==> config.mk <==
export PLATFORM = sky130hd
export DESIGN_NAME = lock_box_mode_controller_unit
export DESIGN_NICKNAME = d
export VERILOG_FILES = /design/src/hw/rtl/lbmc_pkg.sv /design/src/hw/rtl/lbmc_flag_set.sv /design/src/hw/rtl/lbmc_mode_logic.sv /design/src/hw/rtl/lock_box_mode_controller_unit.sv
export VERILOG_INCLUDE_DIRS = /design/src /design/src/hw/rtl
export SDC_FILE = /design/constraint.sdc
export NUM_CORES = 1
export LEC_CHECK = 0
export BUFFER_PORTS_ARGS = -buffer_cell sky130_fd_sc_hd__buf_2
export CORE_MARGIN = 5
export CORE_UTILIZATION = 60
export DETAILED_ROUTE_END_ITERATION = 10
export GPL_ROUTABILITY_DRIVEN = 0
export GPL_TIMING_DRIVEN = 0
export PLACE_DENSITY_LB_ADDON = 0.2
export REMOVE_ABC_BUFFERS = 1
export SLEW_MARGIN = 20
export SYNTH_ARGS = -nofsm -noshare
export SYNTH_HDL_FRONTEND = slang
export SYNTH_SLANG_ARGS = --single-unit
==> constraint.sdc <==
create_clock -name aclk -period 4.9 [get_ports aclk]
set_input_delay 0.735 -clock aclk [delete_from_list [all_inputs] [get_ports aclk]]
set_output_delay 0.735 -clock aclk [all_outputs]
set_load 0.005 [all_outputs]
==> src/hw/rtl/assert_macros.svh <==
// Assertion macros used by the checks in the top-level RTL file.
`ifndef ASSERT_MACROS_SVH
`define ASSERT_MACROS_SVH

// Same-cycle implication, checked outside reset.
`define LBMC_ASSERT_IMPL(lbl, clk, rstn, ante, cons, msg) \
    lbl: assert property (@(posedge clk) disable iff (!(rstn)) (ante) |-> (cons)) \
        else $error(msg);

// Next-cycle implication, checked outside reset.
`define LBMC_ASSERT_NEXT(lbl, clk, rstn, ante, cons, msg) \
    lbl: assert property (@(posedge clk) disable iff (!(rstn)) (ante) |=> (cons)) \
        else $error(msg);

`endif

==> src/hw/rtl/lbmc_pkg.sv <==
// Shared types and codes for the lock-box mode controller.
package lbmc_pkg;

    // Storage and code widths
    localparam int LBMC_FLAG_SLOTS = 8;
    localparam int CODE_W          = 4;
    localparam int FLAG_CODES      = 1 << CODE_W;

    // Request codes
    localparam logic [1:0] REQ_INSERT = 2'd0;
    localparam logic [1:0] REQ_STEP   = 2'd1;
    localparam logic [1:0] REQ_TIMER  = 2'd2;

    // Lock actions
    localparam logic [1:0] LOCK_NONE    = 2'd0;
    localparam logic [1:0] LOCK_ENGAGE  = 2'd1;
    localparam logic [1:0] LOCK_RELEASE = 2'd2;

    // Mode codes
    localparam logic [CODE_W-1:0] MODE_U_EMPTY_ASLEEP = 4'd0;
    localparam logic [CODE_W-1:0] MODE_U_WAKING       = 4'd1;
    localparam logic [CODE_W-1:0] MODE_U_EMPTY_AWAKE  = 4'd2;
    localparam logic [CODE_W-1:0] MODE_U_FULL_AWAKE_A = 4'd3;
    localparam logic [CODE_W-1:0] MODE_U_FULL_AWAKE_B = 4'd4;
    localparam logic [CODE_W-1:0] MODE_U_FULL_ASLEEP  = 4'd5;
    localparam logic [CODE_W-1:0] MODE_U_TO_LOCKED    = 4'd6;
    localparam logic [CODE_W-1:0] MODE_L_FULL_AWAKE   = 4'd7;
    localparam logic [CODE_W-1:0] MODE_L_NOTIFY_A     = 4'd8;
    localparam logic [CODE_W-1:0] MODE_L_NOTIFY_B     = 4'd9;
    localparam logic [CODE_W-1:0] MODE_L_FULL_ASLEEP  = 4'd10;
    localparam logic [CODE_W-1:0] MODE_L_MON_AWAKE    = 4'd11;
    localparam logic [CODE_W-1:0] MODE_L_MON_ASLEEP   = 4'd12;
    localparam logic [CODE_W-1:0] MODE_EMERGENCY_OPEN = 4'd13;

    // Flag codes (bit positions in the present mask)
    localparam int FLAG_MOVED      = 1;
    localparam int FLAG_KNOB_PRESS = 4;
    localparam int FLAG_KNOB_TURN  = 5;
    localparam int FLAG_TIMER      = 6;
    localparam int FLAG_PHONE_IN   = 7;
    localparam int FLAG_PHONE_OUT  = 8;
    localparam int FLAG_BOX_CLOSED = 9;
    localparam int FLAG_BOX_OPEN   = 10;
    localparam int FLAG_AUDIO_LOUD = 11;
    localparam int FLAG_AUDIO_HIT  = 12;
    localparam int FLAG_AUDIO_MISS = 13;

    // Per-mode interrupt enables, one bit per mode code
    localparam logic [FLAG_CODES-1:0] BUTTON_EN_MODES = 16'h0775;
    localparam logic [FLAG_CODES-1:0] AUDIO_EN_MODES  = 16'h1C80;

    typedef struct packed {
        logic [1:0]        req_type;
        logic [CODE_W-1:0] flag_code;
    } lbmc_in_t;

    typedef struct packed {
        logic              insert_ok;
        logic [CODE_W-1:0] box_state;
        logic [CODE_W-1:0] prior_state;
        logic              changed;
        logic [1:0]        lock_action;
        logic              button_irq_en;
        logic              audio_irq_en;
    } lbmc_out_t;

    // Flag set control from the top level
    typedef struct packed {
        logic              insert;
        logic              clear;
        logic [CODE_W-1:0] code;
    } lbmc_flag_ctrl_t;

    // Transition decision for one step
    typedef struct packed {
        logic [CODE_W-1:0] next_mode;
        logic              changed;
        logic [1:0]        lock_action;
        logic              button_en;
        logic              audio_en;
    } lbmc_mode_res_t;

endpackage

==> src/hw/rtl/lbmc_flag_set.sv <==
// Event flag set: slot storage, insert with duplicate check, clear, present mask.
module lbmc_flag_set import lbmc_pkg::*; #(
    parameter int FLAG_SLOTS = LBMC_FLAG_SLOTS
) (
    input  logic                  aclk,
    input  logic                  aresetn,
    input  lbmc_flag_ctrl_t       ctrl,
    output logic                  insert_ok,
    output logic [FLAG_CODES-1:0] present
);

    logic [CODE_W-1:0]     slot_reg [FLAG_SLOTS];
    logic [FLAG_SLOTS-1:0] wr_sel;
    logic                  match;
    logic                  empty_seen;
    logic [FLAG_CODES-1:0] mask;

    // Parallel compare against all slots, pick the first empty one
    always_comb begin
        match      = 1'b0;
        empty_seen = 1'b0;
        wr_sel     = '0;
        for (int i = 0; i < FLAG_SLOTS; i++) begin
            if (slot_reg[i] == ctrl.code) begin
                match = 1'b1;
            end
            if (slot_reg[i] == '0) begin
                wr_sel[i]  = !empty_seen;
                empty_seen = 1'b1;
            end
        end
        insert_ok = !match && empty_seen;
    end

    // Present mask, code zero means empty
    always_comb begin
        mask = '0;
        for (int i = 0; i < FLAG_SLOTS; i++) begin
            mask[slot_reg[i]] = 1'b1;
        end
        present = mask & ~FLAG_CODES'(1);
    end

    // Slot storage
    always_ff @(posedge aclk) begin
        for (int i = 0; i < FLAG_SLOTS; i++) begin
            if (!aresetn || ctrl.clear) begin
                slot_reg[i] <= '0;
            end else if (ctrl.insert && insert_ok && wr_sel[i]) begin
                slot_reg[i] <= ctrl.code;
            end
        end
    end

endmodule

==> src/hw/rtl/lbmc_mode_logic.sv <==
// Prioritized next-mode table, override, lock action and interrupt enables.
module lbmc_mode_logic import lbmc_pkg::*; (
    input  logic [CODE_W-1:0]     cur_mode,
    input  logic [FLAG_CODES-1:0] fm,
    input  logic                  override,
    output lbmc_mode_res_t        res
);

    logic [CODE_W-1:0] tbl_mode;
    logic [CODE_W-1:0] nxt;

    // Transition table, first matching row wins
    always_comb begin
        tbl_mode = cur_mode;
        case (cur_mode)
            MODE_U_EMPTY_ASLEEP: begin
                if (fm[FLAG_MOVED] || fm[FLAG_KNOB_PRESS] || fm[FLAG_KNOB_TURN])
                    tbl_mode = MODE_U_WAKING;
            end
            MODE_U_WAKING: begin
                if (fm[FLAG_TIMER]) tbl_mode = MODE_U_EMPTY_AWAKE;
            end
            MODE_U_EMPTY_AWAKE: begin
                if (fm[FLAG_PHONE_IN]) tbl_mode = MODE_U_FULL_AWAKE_A;
                else if (fm[FLAG_TIMER] || fm[FLAG_KNOB_PRESS])
                    tbl_mode = MODE_U_EMPTY_ASLEEP;
            end
            MODE_U_FULL_AWAKE_A: begin
                if (fm[FLAG_PHONE_OUT]) tbl_mode = MODE_U_EMPTY_AWAKE;
                else if (fm[FLAG_KNOB_TURN]) tbl_mode = MODE_U_FULL_AWAKE_B;
                else if (fm[FLAG_TIMER] || fm[FLAG_KNOB_PRESS])
                    tbl_mode = MODE_U_FULL_ASLEEP;
            end
            MODE_U_FULL_AWAKE_B: begin
                if (fm[FLAG_KNOB_PRESS] && fm[FLAG_BOX_CLOSED])
                    tbl_mode = MODE_U_TO_LOCKED;
                else if (fm[FLAG_KNOB_TURN]) tbl_mode = MODE_U_FULL_AWAKE_A;
                else if (fm[FLAG_PHONE_OUT]) tbl_mode = MODE_U_EMPTY_AWAKE;
                else if (fm[FLAG_TIMER]) tbl_mode = MODE_U_FULL_ASLEEP;
            end
            MODE_U_FULL_ASLEEP: begin
                if (fm[FLAG_PHONE_OUT]) tbl_mode = MODE_U_EMPTY_AWAKE;
                else if (fm[FLAG_MOVED] || fm[FLAG_KNOB_TURN] || fm[FLAG_KNOB_PRESS])
                    tbl_mode = MODE_U_FULL_AWAKE_A;
            end
            MODE_U_TO_LOCKED: begin
                if (fm[FLAG_PHONE_OUT] || fm[FLAG_BOX_OPEN] || fm[FLAG_KNOB_PRESS])
                    tbl_mode = MODE_U_FULL_AWAKE_B;
                else if (fm[FLAG_TIMER]) tbl_mode = MODE_L_FULL_AWAKE;
            end
            MODE_L_FULL_AWAKE: begin
                if (fm[FLAG_BOX_OPEN]) tbl_mode = MODE_EMERGENCY_OPEN;
                else if (fm[FLAG_TIMER]) tbl_mode = MODE_L_FULL_ASLEEP;
                else if (fm[FLAG_AUDIO_LOUD]) tbl_mode = MODE_L_MON_AWAKE;
            end
            MODE_L_NOTIFY_A: begin
                if (fm[FLAG_BOX_OPEN]) tbl_mode = MODE_EMERGENCY_OPEN;
                else if (fm[FLAG_KNOB_PRESS]) tbl_mode = MODE_U_FULL_AWAKE_B;
                else if (fm[FLAG_KNOB_TURN]) tbl_mode = MODE_L_NOTIFY_B;
                else if (fm[FLAG_TIMER]) tbl_mode = MODE_L_FULL_AWAKE;
            end
            MODE_L_NOTIFY_B: begin
                if (fm[FLAG_BOX_OPEN]) tbl_mode = MODE_EMERGENCY_OPEN;
                else if (fm[FLAG_KNOB_TURN]) tbl_mode = MODE_L_NOTIFY_A;
                else if (fm[FLAG_TIMER]) tbl_mode = MODE_L_FULL_AWAKE;
            end
            MODE_L_FULL_ASLEEP: begin
                if (fm[FLAG_BOX_OPEN]) tbl_mode = MODE_EMERGENCY_OPEN;
                else if (fm[FLAG_AUDIO_LOUD]) tbl_mode = MODE_L_MON_ASLEEP;
                else if (fm[FLAG_KNOB_PRESS] || fm[FLAG_KNOB_TURN] || fm[FLAG_MOVED])
                    tbl_mode = MODE_L_FULL_AWAKE;
            end
            MODE_L_MON_AWAKE: begin
                if (fm[FLAG_BOX_OPEN]) tbl_mode = MODE_EMERGENCY_OPEN;
                else if (fm[FLAG_AUDIO_HIT]) tbl_mode = MODE_L_NOTIFY_B;
                else if (fm[FLAG_AUDIO_MISS]) tbl_mode = MODE_L_FULL_AWAKE;
            end
            MODE_L_MON_ASLEEP: begin
                if (fm[FLAG_BOX_OPEN]) tbl_mode = MODE_EMERGENCY_OPEN;
                else if (fm[FLAG_AUDIO_HIT]) tbl_mode = MODE_L_NOTIFY_B;
                else if (fm[FLAG_AUDIO_MISS]) tbl_mode = MODE_L_FULL_ASLEEP;
            end
            MODE_EMERGENCY_OPEN: begin
                if (fm[FLAG_TIMER]) tbl_mode = MODE_U_FULL_AWAKE_B;
            end
            default: tbl_mode = cur_mode;
        endcase
    end

    // Override, change detect, lock action, enables for the new mode
    always_comb begin
        nxt = override ? MODE_U_FULL_AWAKE_A : tbl_mode;
        res.next_mode   = nxt;
        res.changed     = (nxt != cur_mode);
        res.lock_action = LOCK_NONE;
        if (res.changed) begin
            if (cur_mode == MODE_U_TO_LOCKED && nxt == MODE_L_FULL_AWAKE)
                res.lock_action = LOCK_ENGAGE;
            else if ((cur_mode == MODE_L_FULL_AWAKE || cur_mode == MODE_L_FULL_ASLEEP)
                     && nxt == MODE_U_FULL_AWAKE_B)
                res.lock_action = LOCK_RELEASE;
            else if (nxt == MODE_EMERGENCY_OPEN)
                res.lock_action = LOCK_RELEASE;
        end
        res.button_en = BUTTON_EN_MODES[nxt];
        res.audio_en  = AUDIO_EN_MODES[nxt];
    end

endmodule

==> src/hw/rtl/lock_box_mode_controller_unit.sv <==
// Lock-box mode controller top level: input register, state update, result register.
//
// Usage: each input word carries a request (insert flag, step, master timer done)
// and a flag code; each accepted word yields exactly one result word.
// Channels: s_valid/s_ready/s_data in, m_valid/m_ready/m_data out, both valid/ready.
// Flow: an accepted word is loaded into the input register; its result is written
// to the output register once it is empty or drained; m_data shows it from then on.
// Throughput: one word per cycle while m_ready is high. The limit is the state loop:
// slot compare, present mask and next-mode table are all combinational from the mode
// and flag registers.
// Reset (aresetn low, synchronous): mode, last mode, all flag slots, the pending
// override and both interrupt enables clear; both pipeline registers go empty.
// Stall: while m_ready is low a held result blocks the input register, which still
// takes one more word, after which s_ready drops until the result is taken.
`include "assert_macros.svh"

module lock_box_mode_controller_unit import lbmc_pkg::*; #(
    parameter int FLAG_SLOTS = LBMC_FLAG_SLOTS
) (
    input  logic      aclk,
    input  logic      aresetn,
    input  logic      s_valid,
    output logic      s_ready,
    input  lbmc_in_t  s_data,
    output logic      m_valid,
    input  logic      m_ready,
    output lbmc_out_t m_data
);

    logic                  in_valid_reg;
    lbmc_in_t              in_data_reg;
    logic                  out_valid_reg;
    lbmc_out_t             out_data_reg;
    lbmc_out_t             out_data_next;
    logic [CODE_W-1:0]     mode_reg, mode_next;
    logic [CODE_W-1:0]     last_mode_reg, last_mode_next;
    logic                  override_reg, override_next;
    logic                  button_reg, button_next;
    logic                  audio_reg, audio_next;

    logic                  proc_fire;
    logic                  is_insert, is_step, is_timer;
    logic                  step_change;
    lbmc_flag_ctrl_t       flag_ctrl;
    logic                  flag_insert_ok;
    logic [FLAG_CODES-1:0] flag_present;
    lbmc_mode_res_t        mode_res;

    // Handshake
    assign proc_fire = in_valid_reg && (!out_valid_reg || m_ready);
    assign s_ready   = !in_valid_reg || proc_fire;
    assign m_valid   = out_valid_reg;
    assign m_data    = out_data_reg;

    // Request decode
    assign is_insert   = (in_data_reg.req_type == REQ_INSERT);
    assign is_step     = (in_data_reg.req_type == REQ_STEP);
    assign is_timer    = (in_data_reg.req_type == REQ_TIMER);
    assign step_change = is_step && mode_res.changed;

    assign flag_ctrl.insert = proc_fire && is_insert;
    assign flag_ctrl.clear  = proc_fire && step_change;
    assign flag_ctrl.code   = in_data_reg.flag_code;

    lbmc_flag_set #(
        .FLAG_SLOTS (FLAG_SLOTS)
    ) u_flag_set (
        .aclk      (aclk),
        .aresetn   (aresetn),
        .ctrl      (flag_ctrl),
        .insert_ok (flag_insert_ok),
        .present   (flag_present)
    );

    lbmc_mode_logic u_mode_logic (
        .cur_mode (mode_reg),
        .fm       (flag_present),
        .override (override_reg),
        .res      (mode_res)
    );

    // Next state and result word
    always_comb begin
        mode_next      = step_change ? mode_res.next_mode : mode_reg;
        last_mode_next = step_change ? mode_reg : last_mode_reg;
        button_next    = step_change ? mode_res.button_en : button_reg;
        audio_next     = step_change ? mode_res.audio_en : audio_reg;
        override_next  = override_reg;
        if (is_timer) begin
            override_next = 1'b1;
        end else if (is_step) begin
            override_next = 1'b0;
        end
        out_data_next.insert_ok     = is_insert && flag_insert_ok;
        out_data_next.box_state     = mode_next;
        out_data_next.prior_state   = last_mode_next;
        out_data_next.changed       = step_change;
        out_data_next.lock_action   = step_change ? mode_res.lock_action : LOCK_NONE;
        out_data_next.button_irq_en = button_next;
        out_data_next.audio_irq_en  = audio_next;
    end

    // Pipeline and mode registers
    always_ff @(posedge aclk) begin
        if (!aresetn) begin
            in_valid_reg  <= 1'b0;
            out_valid_reg <= 1'b0;
            mode_reg      <= MODE_U_EMPTY_ASLEEP;
            last_mode_reg <= MODE_U_EMPTY_ASLEEP;
            override_reg  <= 1'b0;
            button_reg    <= 1'b0;
            audio_reg     <= 1'b0;
        end else begin
            if (s_ready) begin
                in_valid_reg <= s_valid;
            end
            if (proc_fire) begin
                out_valid_reg <= 1'b1;
                mode_reg      <= mode_next;
                last_mode_reg <= last_mode_next;
                override_reg  <= override_next;
                button_reg    <= button_next;
                audio_reg     <= audio_next;
            end else if (m_ready) begin
                out_valid_reg <= 1'b0;
            end
        end
    end

    // Payload registers
    always_ff @(posedge aclk) begin
        if (s_ready && s_valid) begin
            in_data_reg <= s_data;
        end
        if (proc_fire) begin
            out_data_reg <= out_data_next;
        end
    end

    // Checks
    `LBMC_ASSERT_IMPL(a_change_moves, aclk, aresetn, m_valid && m_data.changed, m_data.box_state != m_data.prior_state, "changed result keeps the same mode")
    `LBMC_ASSERT_IMPL(a_action_on_change, aclk, aresetn, m_valid && (m_data.lock_action != LOCK_NONE), m_data.changed, "lock action without a mode change")
    `LBMC_ASSERT_IMPL(a_insert_no_change, aclk, aresetn, m_valid && m_data.insert_ok, !m_data.changed && (m_data.lock_action == LOCK_NONE), "insert result reports a mode change")
    `LBMC_ASSERT_NEXT(a_flags_cleared, aclk, aresetn, proc_fire && step_change, flag_present == '0, "flags not cleared after a mode change")

endmodule
# Yosys cells after proc, flatten, opt, wreduce, memory -nomap -nowiden
# Memories as Yosys holds them, arrays and structs flattened.
# Cells that the tools add are included.
dict set report word_totals {
  register_bits 33
  ramBits 32
  romBits 32
  inputBits 10
  out_inout_bits 16
  word_cells 268
  n_memories 3
}
dict set report op_classes {
  n_lt_le_gt_ge 17
  n_eq_ne 27
  muxes 121
  bitwise 17
  reduce_logical 66
}
# name words word_bits read_ports rd_clocked_by_memory_dff write_ports line
set memory_table {}
lappend memory_table {u_flag_set.slot_reg 8 4 8 0 8 lbmc_flag_set.sv:12} ;# logic [CODE_W-1:0] slot_reg [FLAG_SLOTS];
lappend memory_table {{(no name shown)} 16 1 1 0 0 lbmc_mode_logic.sv:105} ;# res.button_en = BUTTON_EN_MODES[nxt];
lappend memory_table {{(no name shown)} 16 1 1 0 0 lbmc_mode_logic.sv:106} ;# res.audio_en = AUDIO_EN_MODES[nxt];
# op count
set ops {}
lappend ops {{4-bit two-way mux} 44}
lappend ops {{14-bit bitwise OR} 7}
lappend ops {{1-bit two-way mux} 66}
lappend ops {{4-bit case mux with 14 select lines} 1}
lappend ops {{4-bit by 5-bit < comparator with 1-bit output, second input constant} 9}
lappend ops {{4-bit zero test} 9}
lappend ops {{1-bit demux with 4-bit select} 8}
lappend ops {{4-bit == test} 8}
lappend ops {{4-bit by 1-bit greater-or-equal comparator with 1-bit output, second input constant} 8}
lappend ops {{4-bit == test, second input constant} 7}
lappend ops {{1-bit logical AND} 27}
lappend ops {{4-bit by 3-bit == test with 1-bit output, second input constant} 6}
lappend ops {{1-bit logical OR} 13}
lappend ops {{1-bit zero test} 11}
lappend ops {{4-bit by 2-bit == test with 1-bit output, second input constant} 2}
lappend ops {{1-bit bitwise OR} 8}
lappend ops {{4-bit by 1-bit == test with 1-bit output, second input constant} 1}
lappend ops {{2-bit two-way mux} 2}
lappend ops {{4-bit != test} 1}
lappend ops {{2-bit AND reduction} 2}
lappend ops {{2-bit nonzero test} 2}
lappend ops {{3-bit OR reduction} 1}
lappend ops {{2-bit by 1-bit == test with 1-bit output, second input constant} 1}
lappend ops {{2-bit == test, second input constant} 1}
lappend ops {{other kinds (2)} 3}

# Longest topological paths before layout
# Gate-level depths: netlist of the first run.
# An unclocked memory read counts as a cell.
dict set report depth {
  depth_word 26
  mapped_depth 15
}

# Hierarchy
# Synthesis of the first run repeated with hierarchy kept, for this count alone.
dict set report hier_totals {
  cells_unflattened 577
  hier_area_um2 5362.6
}
# mod n_inst cells_per_inst area_each_um2
set by_module_without_submodules {}
lappend by_module_without_submodules {lbmc_flag_set 1 340 3004.1}
lappend by_module_without_submodules {lock_box_mode_controller_unit 1 97 1362.6}
lappend by_module_without_submodules {lbmc_mode_logic 1 140 996.0}

# Least setup slack after synthesis of the first run
# Ideal clock, no wire load.
dict set report synth_timing {
  path_type {register to register}
  from {memory u_flag_set.slot_reg[0][3]}
  to {memory u_flag_set.slot_reg[0][0] (enable)}
  setup_ns 0.300
  t_arrival_ns 3.316
  slack_ns 1.285
  path_stages_with_launch 13
  cell_sequence {edfxtp_1 > buf_6 > nor2b_4 > a32o_2 > nor4_4 > a41oi_1 > or4b_4 > nor4_4 > a21o_1 > a41oi_2 > buf_6 > a21boi_2 > o21ai_0}
}
# item line
set synth_rtl {}
lappend synth_rtl {{from (decl)} lbmc_flag_set.sv:12}

==> results of run 1 <==
per-layer routing:
metal,up-vias,GRT usage,part of all wire
met5,-,0,0
met4,0,0.116,0.035
met1,2077,0.353,0.41
met3,46,0.0459,0.11
li1,2030,-,-
met2,284,0.376,0.45
worst min-delay path by stage:
| stage | endpoint | slack (ps) | cells past startpoint |
|---|---|---|---|
| floorplan | last_mode_reg[3] | 430 | 2 |
| global placement | last_mode_reg[3] | 440 | 2 |
| detailed placement | last_mode_reg[3] | 450 | 2 |
| CTS | last_mode_reg[3] | 460 | 2 |
| global route | last_mode_reg[2] | 500 | 2 |
| finish | last_mode_reg[3] | 460 | 2 |
final cells by class:
type	count	area, um2
fill	659	2830
multi-input combinational	405	2820
sequential	65	1820
clock buffer	12	199
timing repair buffer	29	178
tap	105	131
inverter	12	45.0
clock inverter	4	27.5
kinds of logic (layout without fill, tap and decap cells):
logic type	Yosys count	in the layout
buffers and inverters	51	57
AOI/OAI and AO/OA	112	112
muxes	13	13
adders and majority gates	3	3
DFF	65	65
xor gates and xnor gates	34	34
and+or+nand+nor	243	243
worst reg2reg max path: cells and delay by family, from the launching register on:
kind	cells	cell delay [ps]
flip-flops	1	550
AND/OR/NAND/NOR	4	1860
AO/OA/AOI/OAI	6	1670
buffers and inverters	1	260
report_power, final:
part,switching (mW),internal [mW],total [mW]
Clock,0.208,0.277,0.485
Combinational,0.137,0.0841,0.221
Sequential,0.0454,0.619,0.664
placed cells by master (no fill, tap or decap), types with 4 or more instances in the layout:
| cell type | n |
|---|---|
| sky130_fd_sc_hd__mux2i_1 | 7 |
| sky130_fd_sc_hd__xnor2_1 | 30 |
| sky130_fd_sc_hd__buf_2 | 25 |
| sky130_fd_sc_hd__nor3_1 | 15 |
| sky130_fd_sc_hd__nor4_1 | 33 |
| sky130_fd_sc_hd__edfxtp_1 | 52 |
| sky130_fd_sc_hd__xor2_1 | 4 |
| sky130_fd_sc_hd__dfxtp_1 | 13 |
| sky130_fd_sc_hd__inv_1 | 11 |
| sky130_fd_sc_hd__a32oi_1 | 10 |
| sky130_fd_sc_hd__nor4bb_1 | 6 |
| sky130_fd_sc_hd__a21oi_1 | 6 |
| sky130_fd_sc_hd__o211ai_1 | 4 |
| sky130_fd_sc_hd__and2_1 | 15 |
| sky130_fd_sc_hd__a211oi_1 | 4 |
| sky130_fd_sc_hd__clkbuf_8 | 9 |
| sky130_fd_sc_hd__nor2b_1 | 32 |
| sky130_fd_sc_hd__nand2_1 | 46 |
| sky130_fd_sc_hd__nand4_1 | 18 |
| sky130_fd_sc_hd__a32o_1 | 5 |
| sky130_fd_sc_hd__and4b_1 | 4 |
| sky130_fd_sc_hd__o21ai_0 | 21 |
| sky130_fd_sc_hd__nor2_1 | 32 |
| sky130_fd_sc_hd__nand3_1 | 15 |
| sky130_fd_sc_hd__a22oi_1 | 20 |
what timing repair did:
action / CTS / global route
gates resized for setup: 0 / 2
endpoints found under the setup margin: 0 / 42
buffers inserted: 0 / 1
endpoints found under the hold margin: 0 / 0
hold buffers: 0 / 0
==> flow_metrics.py, run 1 <==
metrics = {
    "status": {
        "run_status": "finished clean",
    },
    "logic_synthesis": {
        "synth.area.mux_share": 0.0305,
        "ys_top_cells_by_area": "sky130_fd_sc_hd__edfxtp_1 (32%), sky130_fd_sc_hd__xnor2_1 (5.4%), sky130_fd_sc_hd__dfxtp_1 (5.3%)",
        "dominant_combinational_cell_family_by_area_after_synthesis": "simple AND/OR/NAND/NOR gates",
        "post_synth_num_cell_types": 75,
        "synthesis_warnings": 0,
        "synth-seq-area-share": 0.373,
        "syn-cell-area_mm2": 0.00488,
        "synth_compound_gate_area_share": 0.179,
        "post_synth.cell_area_avg_um2": 9.37,
        "synth_edf_count": 52,
        "synth-simple-area-share": 0.295,
        "yosys.cell_count.top_type": "sky130_fd_sc_hd__edfxtp_1",
        "async_flop_share": 0,
        "netlist_top_cells_count": "sky130_fd_sc_hd__edfxtp_1 (52), sky130_fd_sc_hd__nand2_1 (46), sky130_fd_sc_hd__nor2b_1 (33), sky130_fd_sc_hd__nor4_1 (33), sky130_fd_sc_hd__nor2_1 (32)",
        "post_synth_fa_ha_maj_area_fraction": 0.00769,
        "post_synth_inst_count": 521,
        "post_synthesis_xor_xnor_area_fraction": 0.0610,
        "dominantRegCellSynth": "sky130_fd_sc_hd__edfxtp_1",
        "synth.ff_latch_count": 65,
        "synth_top_area_frac": 0.320,
        "yosysTopAreaCell": "sky130_fd_sc_hd__edfxtp_1",
    },
    "drt": {
        "post_drt_via_cell_ratio": 7.02,
        "ant_nets": 0,
        "route.vias.total": 4437,
        "firstDrtPassIters": 6,
        "detailedRoute.firstIterationViolations": 394,
        "post-route-drc-count": 0,
        "routedWlPerCell_um": 20.0,
        "post_detailed_routing_wire_length_um": 12700,
    },
    "final_layout": {
        "diodes": 0,
        "utilization": 0.649,
        "layout-drive-gt1-share": 0.135,
        "final_cell_count_no_fill": 632,
        "area_growth_syn_to_layout_pct": 6.94,
        "cell_area_after_layout_mm2": 0.00522,
        "number_of_flip_flops_under_the_largest_register_name": 32,
        "final_net_count": 535,
    },
    "sta": {
        "finalCriticalPeriod_ps": 4670,
        "timing.final.hold_violations": 0,
        "worst_hold_slack_ps": 460,
        "setup_slack_ps": 230,
        "post-route-period-util": 0.953,
        "tightest_slew_ps": 775,
        "rsz_0062_raised_after_global_routing": "no",
        "totalNegativeSetupSlack_ps": 0,
        "max_freq_mhz": 214,
        "worst_clock_skew_ps": 8.05,
        "slew_limit_fails": 0,
        "max-slew-margin-rel": 0.479,
        "setup-violations-final": 0,
    },
    "critical_path": {
        "timing.critical_path.buf_inv": 1,
        "critical_path_required_ps": 4920,
        "critPathMaxFanout": 16,
        "setup.worst_path.class": "reg2reg",
        "crit_top_cell": "sky130_fd_sc_hd__nor4_4",
        "path_delay_family": "simple AND/OR/NAND/NOR gates",
        "setup.worst_path.start_class": "register",
        "r2r-start": "u_flag_set.slot_reg[0][11]",
        "worst_setup_path_startpoint": "u_flag_set.slot_reg[0][11]",
        "critical_path.cell_chain": "nor2b_4, a32o_1, nor4_4, a41oi_1, or4b_4, nor4_4, a21o_1, a41oi_4, buf_8, a21boi_2, o21ai_0",
        "reg2reg_setup_slack_ps": 230,
        "cp.depth": 11,
        "worst_path_max_delay_cell": "sky130_fd_sc_hd__nor4_4",
        "r2r-end": "u_flag_set.slot_reg[1][13]",
        "cp_data_arrival_time_ps": 4690,
        "ff2ff_path_depth": 11,
        "max_stage_delay_ps": 590,
        "timing.critical_path.to_type": "register",
        "crit_end": "u_flag_set.slot_reg[1][13]",
    },
    "die": {
        "floorplan.core_area_mm2": 0.00805,
        "starting_density_of_the_core": 0.607,
        "design.portCount": 26,
        "die_width_um": 100,
        "row_count": 33,
        "fp.dieArea_mm2": 0.0100,
        "dieHeight_um": 100,
    },
    "grt": {
        "grt_antenna_before_repair": 0,
        "grt_pass1_vias": 4072,
        "grt.overflow.total": 0,
        "global_route.usage.total": 0.251,
        "grt_max_degree": 23,
        "grt_first_pass_wirelength_um": 20100,
    },
    "clock_network": {
        "insertion_delay_ps": 340,
        "clk_pin_slew_ps": 70,
        "htreeDepth": 3,
        "clockRootBuffer": "sky130_fd_sc_hd__clkbuf_8",
        "cts_tree": "yes",
        "tritoncts.num_buffers": 9,
        "tritoncts_num_sinks": 65,
        "max-clock-path-buffers": 2,
    },
    "worst_hold_path": {
        "timing.hold.worst.start": "last_mode_reg[3]",
        "worst_hold_path_type": "reg2reg",
    },
    "run": {
        "cap_violations": 0,
    },
    "placed_design": {
        "place_hpwl_um": 9320,
        "port-buffer-count": 25,
        "dp_worst_setup_slack_ps": 132,
        "placedCellCount": 615,
        "placed_cell_area_mm2": 0.00498,
    },
    "pwr": {
        "post-layout-total-power_mw": 1.37,
        "cellLeakagePower_nw": 1.71,
        "ir_worst_vdd_mv": 0.247,
        "powerDensity_mw_per_mm2": 262,
    },
}
(Power assumes the default switching activity.)
==> run 2, diff against run 1 <==
--- a/config.mk
+++ b/config.mk
@@ -17,4 +17,5 @@
 export SLEW_MARGIN = 20
 export SYNTH_ARGS = -nofsm -noshare
 export SYNTH_HDL_FRONTEND = slang
+export SYNTH_HIERARCHICAL = 1
 export SYNTH_SLANG_ARGS = --single-unit
==> constraint.sdc (replaced) <==
create_clock -name aclk -period 4.93 [get_ports aclk]
set_input_delay 0.7395 -clock aclk [delete_from_list [all_inputs] [get_ports aclk]]
set_output_delay 0.7395 -clock aclk [all_outputs]
set_load 0.005 [all_outputs]
==> flow_metrics.py, run 2 <==
metrics = {
    "status": {
        "run_status": "finished clean",
    },
    "sta": {
        "rsz_0062_raised_after_global_routing": "no",
        "max-slew-margin-rel": 0.280,
        "worst_hold_slack_ps": 466,
        "totalNegativeSetupSlack_ps": 0,
        "max_freq_mhz": 219,
        "finalCriticalPeriod_ps": 4560,
        "tightest_slew_ps": 1080,
        "timing.final.hold_violations": 0,
        "setup-violations-final": 0,
        "worst_clock_skew_ps": 7.98,
        "slew_limit_fails": 0,
        "post-route-period-util": 0.925,
    },
    "critical_path": {
        "critical_path_required_ps": 5100,
        "cp_data_arrival_time_ps": 4730,
        "setup.worst_path.class": "reg2reg",
        "max_stage_delay_ps": 550,
        "timing.critical_path.to_type": "register",
        "critPathMaxFanout": 9,
        "critical_path.cell_chain": "nor2b_1, and3_1, a211oi_1, nand3_2, or3_1, nand4_1, nand4_1, nand4bb_4, a2111oi_4, nand4b_1, buf_4, nand4_4, inv_1, nor2b_4, and2_4, and2b_1, nand2_1, nor3_1",
        "setup.worst_path.start_class": "register",
        "worst_path_max_delay_cell": "sky130_fd_sc_hd__edfxtp_1",
        "crit_top_cell": "sky130_fd_sc_hd__nand4_1",
    },
    "grt": {
        "grt_max_degree": 33,
        "grt_pass1_vias": 4274,
        "grt_antenna_before_repair": 0,
        "global_route.usage.total": 0.255,
        "grt.overflow.total": 0,
        "grt_first_pass_wirelength_um": 21000,
    },
    "clock_network": {
        "tritoncts.num_buffers": 9,
        "insertion_delay_ps": 340,
        "max-clock-path-buffers": 2,
        "clockRootBuffer": "sky130_fd_sc_hd__clkbuf_8",
        "htreeDepth": 3,
        "clk_pin_slew_ps": 70,
        "cts_tree": "yes",
        "cts_hold_repair.buffers": 0,
        "tritoncts_num_sinks": 65,
    },
    "die": {
        "dieHeight_um": 103,
        "fp.dieArea_mm2": 0.0106,
        "die_width_um": 103,
        "row_count": 33,
        "floorplan.core_area_mm2": 0.00830,
        "starting_density_of_the_core": 0.624,
        "design.portCount": 26,
    },
    "placed_design": {
        "placedCellCount": 634,
        "port-buffer-count": 25,
        "place_hpwl_um": 9150,
    },
    "drt": {
        "route.vias.total": 4457,
        "firstDrtPassIters": 5,
        "post_detailed_routing_wire_length_um": 13100,
        "post_drt_via_cell_ratio": 6.71,
        "detailedRoute.firstIterationViolations": 416,
        "ant_nets": 0,
        "routedWlPerCell_um": 19.8,
        "post-route-drc-count": 0,
    },
    "final_layout": {
        "final_cell_mix": "sky130_fd_sc_hd__edfxtp_1 (52), sky130_fd_sc_hd__nand2_1 (47), sky130_fd_sc_hd__nor2b_1 (37)",
        "final.fill_count": 645,
        "final_cell_count_no_fill": 664,
        "final_net_count": 567,
        "diodes": 0,
        "mostFrequentLayoutCell": "sky130_fd_sc_hd__edfxtp_1",
        "number_of_flip_flops_under_the_largest_register_name": 32,
        "layout-drive-gt1-share": 0.177,
        "area_growth_syn_to_layout_pct": 6.96,
    },
    "logic_synthesis": {
        "syn-cell-area_mm2": 0.00518,
        "synthesis_warnings": 6,
        "post_synth.cell_area_avg_um2": 9.40,
        "post_synth_inst_count": 551,
    },
    "run": {
        "cap_violations": 0,
    },
    "pwr": {
        "powerDensity_mw_per_mm2": 269,
        "cellLeakagePower_nw": 2.00,
        "ir_worst_vdd_mv": 0.257,
    },
    "worst_hold_path": {
        "worst_hold_path_type": "reg2reg",
    },
}
==> run 2: cell type report <==
cell class	instances	area, um2	share of cell area
clock inverters	4	77.6	0.0140
clock buffers	12	178	0.0321
well taps	105	131	0.0237
inverters	16	60.1	0.0108
repair buffers	41	253	0.0456
multi-input cells	421	3020	0.545
flip-flops and latches	65	1820	0.329
==> run 2: power by group <==
| group | total [mW] | internal, mW | switching, mW |
|---|---|---|---|
| clock | 0.556 | 0.350 | 0.206 |
| combinational | 0.275 | 0.110 | 0.165 |
| sequential | 0.661 | 0.615 | 0.0455 |
==> run 2: worst max-delay path, delay by kind of cell (launching register included) <==
family                 cells  cell delay, ps
DFF                        1             550
AOI/OAI and AO/OA          2             690
buffers and inverters      2             280
and+or+nand+nor           14            2870
==> run 2: timing repair <==
item | in CTS | in global routing
setup endpoints to repair | 64 | 32
resized for setup | 7 | 1
pin swaps | 2 | 3
buffers inserted | 6 | 8
==> run 2: final timing paths <==
| path | from | to | slack (ps) | depth (start not counted) |
|---|---|---|---|---|
| hold reg to reg | last_mode_reg[2] | last_mode_reg[2] | 470 | 2 |
| setup / recovery | u_flag_set/slot_reg[0][9] | u_flag_set/slot_reg[0][1] | 370 | 18 |
| setup reg to reg | u_flag_set/slot_reg[0][9] | u_flag_set/slot_reg[0][1] | 370 | 18 |
| hold / removal | last_mode_reg[2] | last_mode_reg[2] | 470 | 2 |
==> run 2: metal layers <==
metal | share of wire | global-route usage | up-vias
li1 | - | - | 2078
met1 | 0.41 | 0.344 | 2134
met2 | 0.48 | 0.416 | 202
met3 | 0.077 | 0.0426 | 43
met4 | 0.028 | 0.0926 | 0
met5 | 0 | 0 | -
==> run 2: through the flow <==
stage | power [mW] | worst slack [ps] | cell area [um2] | utilization
4_1_cts | 1.48 | 16.3 | 5480 | 0.660
6_report | 1.49 | 372 | 5540 | 0.668
2_1_floorplan | 0.835 | 347 | 4870 | -
3_5_place_dp | 0.917 | -781 | 5140 | 0.620
5_1_grt | 1.55 | 144 | 5540 | 0.668
3_3_place_gp | 0.898 | -758 | 5120 | 0.617
==> run 3, diff against run 2 <==
--- a/config.mk
+++ b/config.mk
@@ -7,6 +7,7 @@
 export NUM_CORES = 1
 export LEC_CHECK = 0
 export BUFFER_PORTS_ARGS = -buffer_cell sky130_fd_sc_hd__buf_2
+export CORE_ASPECT_RATIO = 1.4
 export CORE_MARGIN = 5
 export CORE_UTILIZATION = 60
 export DETAILED_ROUTE_END_ITERATION = 10
==> flow_metrics.py, run 3 (same netlist as run 2, synthesis figures left out) <==
metrics = {
    "critical_path": {
        "timing.critical_path.to_type": "register",
        "setup.worst_path.class": "reg2reg",
        "r2r-end": "u_flag_set/slot_reg[0][3]",
        "r2r-start": "u_flag_set/slot_reg[1][4]",
        "reg2reg_setup_slack_ps": 290,
        "critical_path_required_ps": 5100,
        "cp_data_arrival_time_ps": 4820,
        "critPathMaxFanout": 9,
        "ff2ff_path_depth": 17,
        "setup.worst_path.start_class": "register",
    },
    "sta": {
        "max-slew-margin-rel": 0.300,
        "finalCriticalPeriod_ps": 4640,
        "slew_limit_fails": 0,
        "worst_clock_skew_ps": 8.17,
        "setup-violations-final": 0,
        "max_freq_mhz": 215,
        "post-route-period-util": 0.942,
        "setup_slack_ps": 286,
        "timing.final.hold_violations": 0,
        "tightest_slew_ps": 1050,
        "totalNegativeSetupSlack_ps": 0,
    },
    "die": {
        "fp.dieArea_mm2": 0.0106,
        "die_width_um": 88.5,
        "floorplan.core_area_mm2": 0.00851,
        "design.portCount": 26,
        "starting_density_of_the_core": 0.609,
        "row_count": 40,
        "dieHeight_um": 120,
    },
    "final_layout": {
        "diodes": 0,
        "utilization": 0.659,
        "mostFrequentLayoutCell": "sky130_fd_sc_hd__edfxtp_1",
        "final_net_count": 571,
        "final_cell_mix": "sky130_fd_sc_hd__edfxtp_1 (52), sky130_fd_sc_hd__nand2_1 (47), sky130_fd_sc_hd__nor2b_1 (37)",
        "number_of_flip_flops_under_the_largest_register_name": 32,
        "area_growth_syn_to_layout_pct": 8.24,
        "final.fill_count": 690,
        "layout-drive-gt1-share": 0.183,
    },
    "drt": {
        "post_drt_via_cell_ratio": 6.77,
        "routedWlPerCell_um": 20.2,
        "post-route-drc-count": 0,
        "post_detailed_routing_wire_length_um": 13500,
        "route.vias.total": 4524,
        "detailedRoute.firstIterationViolations": 346,
        "firstDrtPassIters": 5,
        "ant_nets": 0,
    },
    "clock_network": {
        "max-clock-path-buffers": 2,
        "tritoncts.num_buffers": 9,
        "insertion_delay_ps": 340,
        "htreeDepth": 3,
        "cts_tree": "yes",
        "clockRootBuffer": "sky130_fd_sc_hd__clkbuf_16",
        "tritoncts_num_sinks": 65,
        "clk_pin_slew_ps": 50,
    },
    "placed_design": {
        "dp_worst_setup_slack_ps": -735,
        "port-buffer-count": 25,
        "place_hpwl_um": 9410,
    },
    "worst_hold_path": {
        "min_delay_worst_endpoint": "last_mode_reg[0]",
        "hold_depth": 2,
        "worst_hold_path_type": "reg2reg",
        "timing.hold.worst.start": "last_mode_reg[0]",
    },
    "pwr": {
        "cellLeakagePower_nw": 2.03,
        "ir_worst_vdd_mv": 0.231,
        "powerDensity_mw_per_mm2": 278,
    },
    "grt": {
        "grt_max_degree": 33,
        "grt_antenna_before_repair": 0,
        "global_route.usage.total": 0.261,
        "grt_first_pass_wirelength_um": 21400,
        "grt_pass1_vias": 4256,
        "grt.overflow.total": 0,
    },
    "run": {
        "cap_violations": 0,
    },
    "status": {
        "run_status": "finished clean",
    },
}
==> run 3: changes by cell type in the layout (fill, tap and decap cells not counted), moves of 2 or more <==
| cell | previous run | this run |
|---|---|---|
| sky130_fd_sc_hd__buf_4 | 14 | 18 |
| sky130_fd_sc_hd__bufinv_16 | 2 | 0 |
| sky130_fd_sc_hd__clkbuf_16 | 2 | 10 |
| sky130_fd_sc_hd__clkbuf_8 | 9 | 0 |
==> run 3: report_power, final <==
group	switching, mW	total (mW)	internal (mW)
Clock	0.249	0.622	0.373
Sequential	0.0433	0.659	0.616
Combinational	0.167	0.280	0.113
==> run 3: per-layer routing <==
metal  track usage  up-vias  share of wire
met5             0        -              0
li1              -     2095              -
met3        0.0529       73          0.053
met1         0.294     2138           0.37
met2         0.450      218           0.52
met4         0.143        0          0.055
==> run 3: worst max path at each step <==
stage                                    startpoint                         to  slack (ps)  depth (start not counted)
after floorplan           u_flag_set/slot_reg[0][9]  u_flag_set/slot_reg[0][0]         350                         17
after global placement    u_flag_set/slot_reg[0][9]  u_flag_set/slot_reg[0][0]        -710                         17
after detailed placement  u_flag_set/slot_reg[0][9]  u_flag_set/slot_reg[0][3]        -730                         17
after CTS                 u_flag_set/slot_reg[0][9]  u_flag_set/slot_reg[0][3]          10                         17
after global routing      u_flag_set/slot_reg[1][4]  u_flag_set/slot_reg[0][1]          -8                         17
final                     u_flag_set/slot_reg[1][4]  u_flag_set/slot_reg[0][3]         290                         17
==> run 3: timing repair <==
action / in CTS / in global routing
gates resized for setup: 6 / 2
hold endpoints to repair: 0 / 0
pin swaps: 3 / 2
setup buffers: 10 / 8
setup endpoints to repair: 64 / 32
hold buffers: 0 / 0
==> run 3: critical path: stages (launching register included) <==
cell and delay (ps):
sky130_fd_sc_hd__edfxtp_1 550, sky130_fd_sc_hd__nor2b_1 250, sky130_fd_sc_hd__a22oi_1 250, sky130_fd_sc_hd__nand4_1 300
sky130_fd_sc_hd__buf_4 260, sky130_fd_sc_hd__a2111oi_4 310, sky130_fd_sc_hd__a2111oi_1 110, sky130_fd_sc_hd__nor4_2 490
sky130_fd_sc_hd__a31oi_1 130, sky130_fd_sc_hd__a21oi_1 180, sky130_fd_sc_hd__nand4b_1 300, sky130_fd_sc_hd__nand4_4 240
sky130_fd_sc_hd__inv_1 90, sky130_fd_sc_hd__nor2b_4 280, sky130_fd_sc_hd__and2_4 310, sky130_fd_sc_hd__and2b_1 200
sky130_fd_sc_hd__nand2_1 60, sky130_fd_sc_hd__nor3_1 170
==> run 3: final cells by class <==
type	instances	area, um2	share of cell area
clock inverters	5	36.3	0.00647
well taps	105	131	0.0234
repair buffers	45	283	0.0504
inverters	16	60.1	0.0107
flip-flops and latches	65	1820	0.325
multi-input cells	421	3020	0.539
clock buffers	11	254	0.0453
==> run 3: per-stage QoR <==
step | std cells | hold WS [ps] | area [um2] | power (mW)
global route | 668 | 483 | 5610 | 1.62
finish | 668 | 469 | 5610 | 1.56
CTS | 660 | 468 | 5540 | 1.56
global placement | 632 | 444 | 5120 | 0.898
floorplan | 502 | 435 | 4870 | 0.835
detailed placement | 634 | 461 | 5140 | 0.917
